### src/rtl/mclp_pkg.sv
`timescale 1ns / 1ps
// ---------------------------------------------------------------------------
// mclp_pkg: shared types and constants
// Item layouts, register indexes and reset values for the multi-click /
// long-press detector.
// ---------------------------------------------------------------------------
package mclp_pkg;

  localparam int CHANNEL_W  = 7;
  localparam int TIME_W     = 32;
  localparam int CFG_W      = 16;
  localparam int PCOUNT_W   = 8;

  // Register indexes on the configuration port
  localparam logic REG_DOUBLE_CLICK = 1'b0;
  localparam logic REG_HOLD         = 1'b1;

  localparam logic [CFG_W-1:0] DOUBLE_CLICK_RESET = 16'd250;
  localparam logic [CFG_W-1:0] HOLD_RESET         = 16'd500;

  typedef struct packed {
    logic [CHANNEL_W-1:0] channel;
    logic                 level;
    logic [TIME_W-1:0]    now_ms;
  } in_item_t;

  typedef struct packed {
    logic                is_pressed;
    logic                press_edge;
    logic                release_edge;
    logic [PCOUNT_W-1:0] press_count;
    logic                held_long_now;
    logic                release_after_long;
  } out_item_t;

endpackage

### src/rtl/mclp_update.sv
`timescale 1ns / 1ps
// ---------------------------------------------------------------------------
// mclp_update: per-sample channel update
// Edge detection, window and hold checks, count update and result flags.
// ---------------------------------------------------------------------------
module mclp_update
  import mclp_pkg::*;
#(
  parameter int COUNT_BITS = 8
) (
  input  logic                  in_range,
  input  logic                  level,
  input  logic [TIME_W-1:0]     now_ms,
  input  logic [CFG_W-1:0]      double_click_ms,
  input  logic [CFG_W-1:0]      hold_ms,
  input  logic                  cur_pressed,
  input  logic                  cur_known,
  input  logic [COUNT_BITS-1:0] cur_count,
  input  logic [TIME_W-1:0]     cur_stamp,
  output logic                  nxt_pressed,
  output logic                  nxt_known,
  output logic [COUNT_BITS-1:0] nxt_count,
  output logic [TIME_W-1:0]     nxt_stamp,
  output out_item_t             result
);

  localparam int PC_W = COUNT_BITS + PCOUNT_W;

  logic [TIME_W-1:0]     elapsed;
  logic                  in_window;
  logic                  within_hold;
  logic [COUNT_BITS-1:0] count_inc;
  logic [PC_W-1:0]       pc_wide;

  // Stamp holds the press time while pressed, the release time otherwise
  assign elapsed     = now_ms - cur_stamp;
  assign in_window   = elapsed <= TIME_W'(double_click_ms);
  assign within_hold = elapsed <= TIME_W'(hold_ms);
  assign count_inc   = (&cur_count) ? cur_count : cur_count + 1'b1;

  always_comb begin
    nxt_pressed = cur_pressed;
    nxt_known   = cur_known;
    nxt_count   = cur_count;
    nxt_stamp   = cur_stamp;
    result      = '0;

    if (level && !cur_pressed) begin
      nxt_count         = (cur_known && in_window) ? count_inc : '0;
      nxt_stamp         = now_ms;
      nxt_pressed       = 1'b1;
      result.press_edge = 1'b1;
    end else if (!level && cur_pressed) begin
      nxt_count                 = ((cur_count != '0) && within_hold) ? count_inc : '0;
      nxt_stamp                 = now_ms;
      nxt_known                 = 1'b1;
      nxt_pressed               = 1'b0;
      result.release_edge       = 1'b1;
      result.release_after_long = !within_hold;
    end else if (!level && (cur_count != '0)) begin
      if (!cur_known || !in_window) begin
        nxt_count = '0;
      end
    end else if (level) begin
      result.held_long_now = !within_hold;
    end

    pc_wide            = PC_W'(nxt_count >> 1) + PC_W'(1);
    result.is_pressed  = nxt_pressed;
    result.press_count = pc_wide[PCOUNT_W-1:0];

    // Out-of-range channel: empty result, count field reads one
    if (!in_range) begin
      result             = '0;
      result.press_count = PCOUNT_W'(1);
    end
  end

endmodule

### config.mk
export PLATFORM = sky130hd
export DESIGN_NAME = mclp_update
export DESIGN_NICKNAME = d
export VERILOG_FILES = /design/src/rtl/mclp_pkg.sv /design/src/rtl/mclp_update.sv
export SDC_FILE = /design/constraint.sdc
export NUM_CORES = 1
export LEC_CHECK = 0
export BUFFER_PORTS_ARGS = -buffer_cell sky130_fd_sc_hd__clkbuf_2
export CORE_UTILIZATION = 45
export DETAILED_ROUTE_END_ITERATION = 10
export MAX_ROUTING_LAYER = met4
export PLACE_DENSITY = 0.91
export SLEW_MARGIN = 10
export SYNTH_ARGS = -nofsm -noshare
export SYNTH_HDL_FRONTEND = slang
export SYNTH_SLANG_ARGS = --single-unit
### constraint.sdc
create_clock -name vclk -period 5.46
set_clock_uncertainty 0.1 [all_clocks]
set_input_delay 0.546 -clock vclk [all_inputs]
set_output_delay 0.546 -clock vclk [all_outputs]
set_load 0.02 [all_outputs]
==> results_dict.tcl, run 1 <==
set metrics [dict create \
    worstPathArrival_ns 4.96 \
    syn_area_um2 3940 \
    n_fill_cell 709 \
    dieArea_um2 9140 \
    worst_pin_slew_ns 0.947 \
    fin_total_pwr_uw 672 \
    overflow 0 \
    setup_viol 5 \
    violations "setup timing" \
    startpoint_type "primary input" \
    hold_buffers 0 \
    instances_no_fill 903 \
    synth_top_area_cell "ha_1" \
    first_pass_iters 5 \
    hold_slack_ns 1.34 \
    slew_viol_final 0 \
    diodes 0 \
    maxSlewHeadroom_pct 36.7 \
    die_h_um 95.6 \
    nClkBuffers 0 \
    timing.final.ws_setup_ns -0.142 \
    syn_nets 789 \
    grt_pass1_vias 4608 \
    ir_worst_vdd_uv 64.1 \
    fmax_mhz 178 \
    wl_per_cell_um 14.6 \
    powerDensity_nw_per_um2 124 \
    multi_input_area_um2 3810 \
    fin_util_pct 65.2 \
    place_hpwl_mm 10.5 \
    critPathMaxFanout 4 \
    num_vias 5243 \
    hold_viol 0 \
    post-place-cells 890 \
    yosysMostFrequentCell "inv_1" \
    place_ws_ns -0.274 \
    min_path_type "in2out" \
    synthCells 614 \
    rsz0062_at_grt "yes" \
    required_ns 4.81 \
    outcome "finished with violations" \
    design.seq.count 0 \
    period_share_pct 103 \
    synth.top_cell.area_share_pct 21.0 \
    yosysUniqueCellTypes 75 \
    grt_usage_pct 27.1 \
    drt-vias-per-instance 5.81 \
    io_pins 163 \
    post_route_cells_drive_above_1_share_pct 34.2 \
    grt_pass1_wl_mm 19.9 \
    netlist_top_cells_count "76 x inv_1, 75 x nand2_1, 66 x ha_1" \
    min_period_ns 5.60 \
    coreArea_um2 8340 \
    grt_max_degree 63 \
    design_area_um2 5440 \
    path_class "in2out" \
    postPlaceCellArea_um2 5150 \
    drt-total-wl_mm 13.2 \
    io_buffers 163 \
    drc 0 \
    crit_path_end_kind "output pin" \
    syn2layout_area_growth_pct 38.0 \
    grt_antenna_before_repair 0 \
    gp_congestion 0.985 \
    ys_top_cells_by_area "ha_1 21%, o21ai_0 7.4%, inv_1 7.2%" \
    row_count 33 \
    yosys_warnings 0 \
    avgSynthCellArea_um2 6.42 \
    yosysSeqAreaShare_pct 0 \
    maxCapViolCount 0 \
    fin_tns_setup_ns -0.396 \
    drtIter0Drc 326 \
    antenna_left 0 \
    area.sequential_um2 0 \
    die_x_um 95.6 \
    leakage_nw 2.86 \
    nets 975 \
    initial_core_util_pct 47.3 \
]
path summary, 6_finish.rpt:
path,startpoint,to,slack [ns],cells past startpoint
setup / recovery,now_ms[0],result[7],-0.14,22
hold / removal,now_ms[6],nxt_stamp[6],1.34,4
cells by family after synthesis:
logic type | Yosys count | synth area share (%)
xor gates and xnor gates | 21 | 4.67
muxes | 4 | 1.08
adders and majority gates | 67 | 21.5
AOI/OAI and AO/OA | 209 | 35.8
buffers and inverters | 101 | 9.94
and+or+nand+nor | 212 | 27.0
critical path: stages:
cell       delay (ns)
buf_8            0.08
inv_4            0.03
ha_4             0.15
fa_2             0.36
nand2b_4         0.15
a21o_1           0.18
and2_1           0.18
o21ai_2          0.14
a31oi_1          0.12
xnor2_1          0.18
ha_1             0.34
nand4_1          0.16
nor2_2           0.17
inv_2            0.07
o41ai_4          0.40
inv_2            0.12
nor4_1           0.47
o2111ai_1        0.26
a31oi_4          0.23
and3_4           0.24
mux2i_4          0.24
buf_8            0.13
placed cells by master, fill, tap and decap left out, drive strengths merged, types with 21 or more instances in the layout:
master,instances
nand4,21
inv,77
o21ai,66
a21o,21
ha,66
nand2,77
nor2,39
clkbuf,156
a21oi,48
buf,52
final cells by class:
cell class	count	share of cell area (%)
multi-input cells	513	70.1
well taps	105	2.42
repair buffers	208	22.1
inverters	77	5.36
what timing repair did:
item,in CTS,in global routing
endpoints found under the setup margin,5,6
pin swaps,13,28
gates resized for setup,16,36
buffers inserted,2,11
per-layer routing:
metal  global-route usage (%)  routed length, µm  vias up
met5                        -                  0        -
met4                     6.22                310        0
met3                    0.957                937       34
met2                     47.4               6490      262
met1                     34.4               5490     2341
li1                         -                  -     2606
power breakdown:
part / internal (mW) / leakage, nW / switching [mW]
Combinational: 0.279 / 2.86 / 0.393
Clock: 0 / 0 / 0
Sequential: 0 / 0 / 0
Total: 0.279 / 2.86 / 0.393
Note: power is estimated with default switching activity, not from simulation.
==> inputs of run 2 (changes only) <==
GPL_TIMING_DRIVEN = 1   (was not set)
PLACE_DENSITY = 0.88   (was 0.91)
clock period = 6.89 ns   (was 5.46 ns; I/O delays follow)
==> run 2 against run 1 <==
  * The run now ends clean
  * Design area decreased by 11%
  * Global-route usage decreased by 3.0 points
  * Count of clock-buffer cells in the layout unchanged
==> results_dict.tcl, run 2 (synthesis gave the netlist of run 1 again) <==
set metrics [dict create \
    critPathMaxFanout 5 \
    drt-total-wl_mm 11.3 \
    route.met3.wl_um 782 \
    coreArea_um2 8340 \
    n_fill_cell 876 \
    wl_met1_mm 4.91 \
    overflow 0 \
    gp_congestion 1.03 \
    post-place-cells 858 \
    hold_slack_ns 1.61 \
    hold-path-cell-count 3 \
    worst_pin_slew_ns 0.936 \
    dr_wl_met2_mm 5.36 \
    crit_path_end_kind "output pin" \
    required_ns 6.10 \
    dr.max_layer_used "met4" \
    place_hpwl_mm 9.75 \
    diodes 0 \
    io_pins 163 \
    maxCapViolCount 0 \
    wl_per_cell_um 13.1 \
    hold_viol 0 \
    slowest_stage "a2111oi_4" \
    initial_core_util_pct 47.3 \
    grt_pass1_wl_mm 18.0 \
    final_common_cell "clkbuf_2" \
    place_ws_ns 0.230 \
    cts_resized 0 \
    dieArea_um2 9140 \
    post_route_cells_drive_above_1_share_pct 25.2 \
    antenna_left 0 \
    slowest_delay_ns 0.49 \
    die_x_um 95.6 \
    final_cell_mix "163 x clkbuf_2, 76 x inv_1, 74 x nand2_1, 66 x ha_1, 58 x o21ai_0" \
    die_h_um 95.6 \
    outcome "completed" \
    setup_viol 0 \
    min_period_ns 6.53 \
    rsz0062_at_grt "no" \
    period_share_pct 94.7 \
    first_pass_iters 4 \
    grt_pass1_vias 4284 \
    fin_tns_setup_ns 0 \
    grt_usage_pct 24.1 \
    post_cts_buffers 0 \
    num_vias 4912 \
    path_cells "clkbuf_2 -> inv_1 -> ha_1 -> fa_1 -> nand2b_1 -> a21o_1 -> and2_1 -> o21ai_0 -> a31oi_1 -> xnor2_1 -> ha_1 -> nand4_1 -> or2_2 -> o32ai_1 -> nand3_1 -> a2111oi_4 -> a221oi_1 -> o21ai_2 -> and3_1 -> and3_1 -> mux2i_1 -> clkbuf_2" \
    drc 0 \
    instances_no_fill 858 \
    min_path_type "in2out" \
    ir_worst_vdd_uv 47.7 \
    slew_viol_final 0 \
    design.seq.count 0 \
    area.sequential_um2 0 \
    syn2layout_area_growth_pct 22.2 \
    worstPathArrival_ns 5.74 \
    fmax_mhz 153 \
    drtIter0Drc 202 \
    io_buffers 163 \
    hold_buffers 0 \
    row_count 33 \
    drt-vias-per-instance 5.72 \
    maxSlewHeadroom_pct 37.4 \
    path_class "in2out" \
    timing.final.ws_setup_ns 0.362 \
    leakage_nw 2.57 \
    nClkBuffers 0 \
    powerDensity_nw_per_um2 94.8 \
    nets 930 \
    startpoint_type "primary input" \
    grt_max_degree 63 \
    grt_antenna_before_repair 0 \
]
## run 2: changes by cell type in the layout (fill, tap and decap cells not counted), sizes merged
cell	before	now
buf	52	0
clkbuf	156	163
## run 2: metal layers
layer	track usage, %	vias to the layer above
met3	0.638	16
li1	-	2523
met2	43.3	208
met1	30.2	2165
met5	-	-
met4	4.85	0
## run 2: cell type report
| type | count | area, µm² | share of cell area, % |
|---|---|---|---|
| Inverter | 77 | 289 | 6.00 |
| Multi-Input combinational cell | 513 | 3580 | 74.3 |
| Tap cell | 105 | 131 | 2.73 |
| Timing Repair Buffer | 163 | 816 | 16.9 |
## run 2: final timing paths
check	start	to
hold / removal	in_range	result[2]
setup / recovery	now_ms[0]	result[7]
## run 2: through the flow
step           cell area (µm²)  power, mW  utilization, %
6_report                  4820      0.457            57.8
3_3_place_gp              4790      0.436            57.4
5_1_grt                   4820      0.508            57.8
2_1_floorplan             3940      0.324               -
3_5_place_dp              4790      0.448            57.4
4_1_cts                   4790      0.450            57.4
## run 2: power breakdown
group / total [mW] / switching (mW) / internal (mW)
sequential: 0 / 0 / 0
clock: 0 / 0 / 0
combinational: 0.457 / 0.274 / 0.182
## run 2: worst max-delay path, delay by kind of cell
kind / cells / cell delay (ns)
xor gates and xnor gates: 1 / 0.16
AOI/OAI and AO/OA: 7 / 2.00
buffers and inverters: 3 / 0.32
adders and majority gates: 3 / 0.91
and+or+nand+nor: 7 / 1.45
muxes: 1 / 0.20
==> inputs of run 3 (changes only) <==
CORE_ASPECT_RATIO = 0.5   (was not set)
==> run 3 against run 2 <==
  * Global-route usage up 3.0 points
  * Critical path depth unchanged
  * Via count grew 1.4%
  * Worst hold slack better by 0.0034 ns
  * Sequential share of layout area unchanged
  * Setup slack got worse by 0.030 ns
==> results_dict.tcl, run 3 (synthesis gave the netlist of run 1 again) <==
set metrics [dict create \
    io_pins 163 \
    ir_worst_vdd_uv 37.1 \
    maxCapViolCount 0 \
    hold_buffers 0 \
    internal_power_uw 183 \
    maxSlewHeadroom_pct 34.8 \
    multi_input_area_um2 3570 \
    crit_path_end "result[7]" \
    postPlaceCellArea_um2 4800 \
    powerDensity_nw_per_um2 96.4 \
    final_cell_mix "163 x clkbuf_2, 76 x inv_1, 74 x nand2_1, 66 x ha_1, 58 x o21ai_0" \
    path_class "in2out" \
    p_sw_uw 282 \
    startpoint_type "primary input" \
    coreArea_um2 8230 \
    required_ns 6.10 \
    period_share_pct 95.2 \
    min_period_ns 6.56 \
    slowest_delay_ns 0.48 \
    leakage_nw 2.57 \
    crit_path_end_kind "output pin" \
    min_path_type "in2out" \
    slew_viol_final 0 \
    fin_total_pwr_uw 465 \
    slowest_stage "a2111oi_4" \
    drtIter0Drc 412 \
    power.share.clock_pct 0 \
    worst_pin_slew_ns 0.974 \
    instances_no_fill 866 \
    area.sequential_um2 0 \
    hold_viol 0 \
    combPwrFrac_pct 100.0 \
    num_vias 4980 \
    outcome "completed" \
    grt_max_degree 63 \
    p_seq_share_pct 0 \
    path_cells "clkbuf_2 -> inv_1 -> ha_1 -> fa_1 -> nand2b_1 -> a21o_1 -> a31o_1 -> a21oi_1 -> nor2b_1 -> xnor2_1 -> ha_1 -> nand4_1 -> or2_2 -> o32ai_1 -> nand3_1 -> a2111oi_4 -> a221oi_1 -> o21ai_2 -> and3_1 -> and3_1 -> mux2i_1 -> clkbuf_2" \
    post_cts_buffers 0 \
    drt-total-wl_mm 12.4 \
    cts_resized 0 \
    dieArea_um2 9160 \
    fin_tns_setup_ns 0 \
    syn2layout_area_growth_pct 22.4 \
    nets 931 \
    fmax_mhz 152 \
    first_pass_iters 5 \
    design.seq.count 0 \
    n_fill_cell 840 \
    final_common_cell "clkbuf_2" \
    setup_viol 0 \
    die_h_um 68.2 \
    design_area_um2 4820 \
    drt-vias-per-instance 5.75 \
    crit_start "now_ms[0]" \
    swShare_pct 60.6 \
    antenna_left 0 \
    post_route_cells_drive_above_1_share_pct 25.3 \
    nClkBuffers 0 \
    grt_usage_pct 27.1 \
    drc 0 \
    grt_antenna_before_repair 0 \
    initial_core_util_pct 47.9 \
    grt_pass1_vias 4300 \
    worstPathArrival_ns 5.77 \
    die_x_um 134 \
    gp_congestion 1.01 \
    io_buffers 163 \
    critPathMaxFanout 5 \
    grt_pass1_wl_mm 19.9 \
    post-place-cells 866 \
    diodes 0 \
    wl_per_cell_um 14.3 \
    place_hpwl_mm 10.7 \
    overflow 0 \
    row_count 23 \
    rsz0062_at_grt "no" \
]
[run 3: how the worst min path moves through the flow]
stage               cells past startpoint       endpoint  startpoint
floorplan                               1      result[2]    in_range
global placement                        4  nxt_stamp[13]  now_ms[13]
detailed placement                      3      result[2]    in_range
CTS                                     3      result[2]    in_range
global route                            4   nxt_stamp[7]   now_ms[7]
finish                                  3      result[2]    in_range
[run 3: final cells by class]
cell class | instances | share of cell area (%)
inverters | 77 | 5.99
multi-input cells | 513 | 74.0
well taps | 112 | 2.90
repair buffers | 164 | 17.1
[run 3: stage by stage]
stage               utilization, %  hold WS (ns)  setup WS (ns)
detailed placement            58.4          1.61          0.233
global placement              58.4          1.62          0.424
CTS                           58.4          1.61          0.217
finish                        58.6          1.61          0.332
global route                  58.6          1.65        0.00958
floorplan                        -          1.39          0.535
[run 3: worst max-delay path: cells and delay by family]
| kind | cells | cell delay [ns] |
|---|---|---|
| simple gates | 7 | 1.48 |
| fa+ha+maj | 3 | 0.93 |
| mux | 1 | 0.19 |
| compound gates | 7 | 2.01 |
| buf+inv | 3 | 0.30 |
| xor+xnor | 1 | 0.16 |
[run 3: metal layers]
layer  up-vias  share of wire [%]  global-route usage [%]
met5         -                  0                       -
met4         0               0.76                    2.53
met3        12                6.9                   0.815
met2       207                 44                    44.1
met1      2243                 48                    38.8
li1       2518                  -                       -
[run 3: power by group through the flow]
| stage | logic [mW] | registers [mW] | clock network [mW] |
|---|---|---|---|
| finish | 0.465 | 0 | 0 |
| global route | 0.520 | 0 | 0 |
| CTS | 0.457 | 0 | 0 |
| detailed placement | 0.455 | 0 | 0 |
| global placement | 0.446 | 0 | 0 |
| floorplan | 0.324 | 0 | 0 |
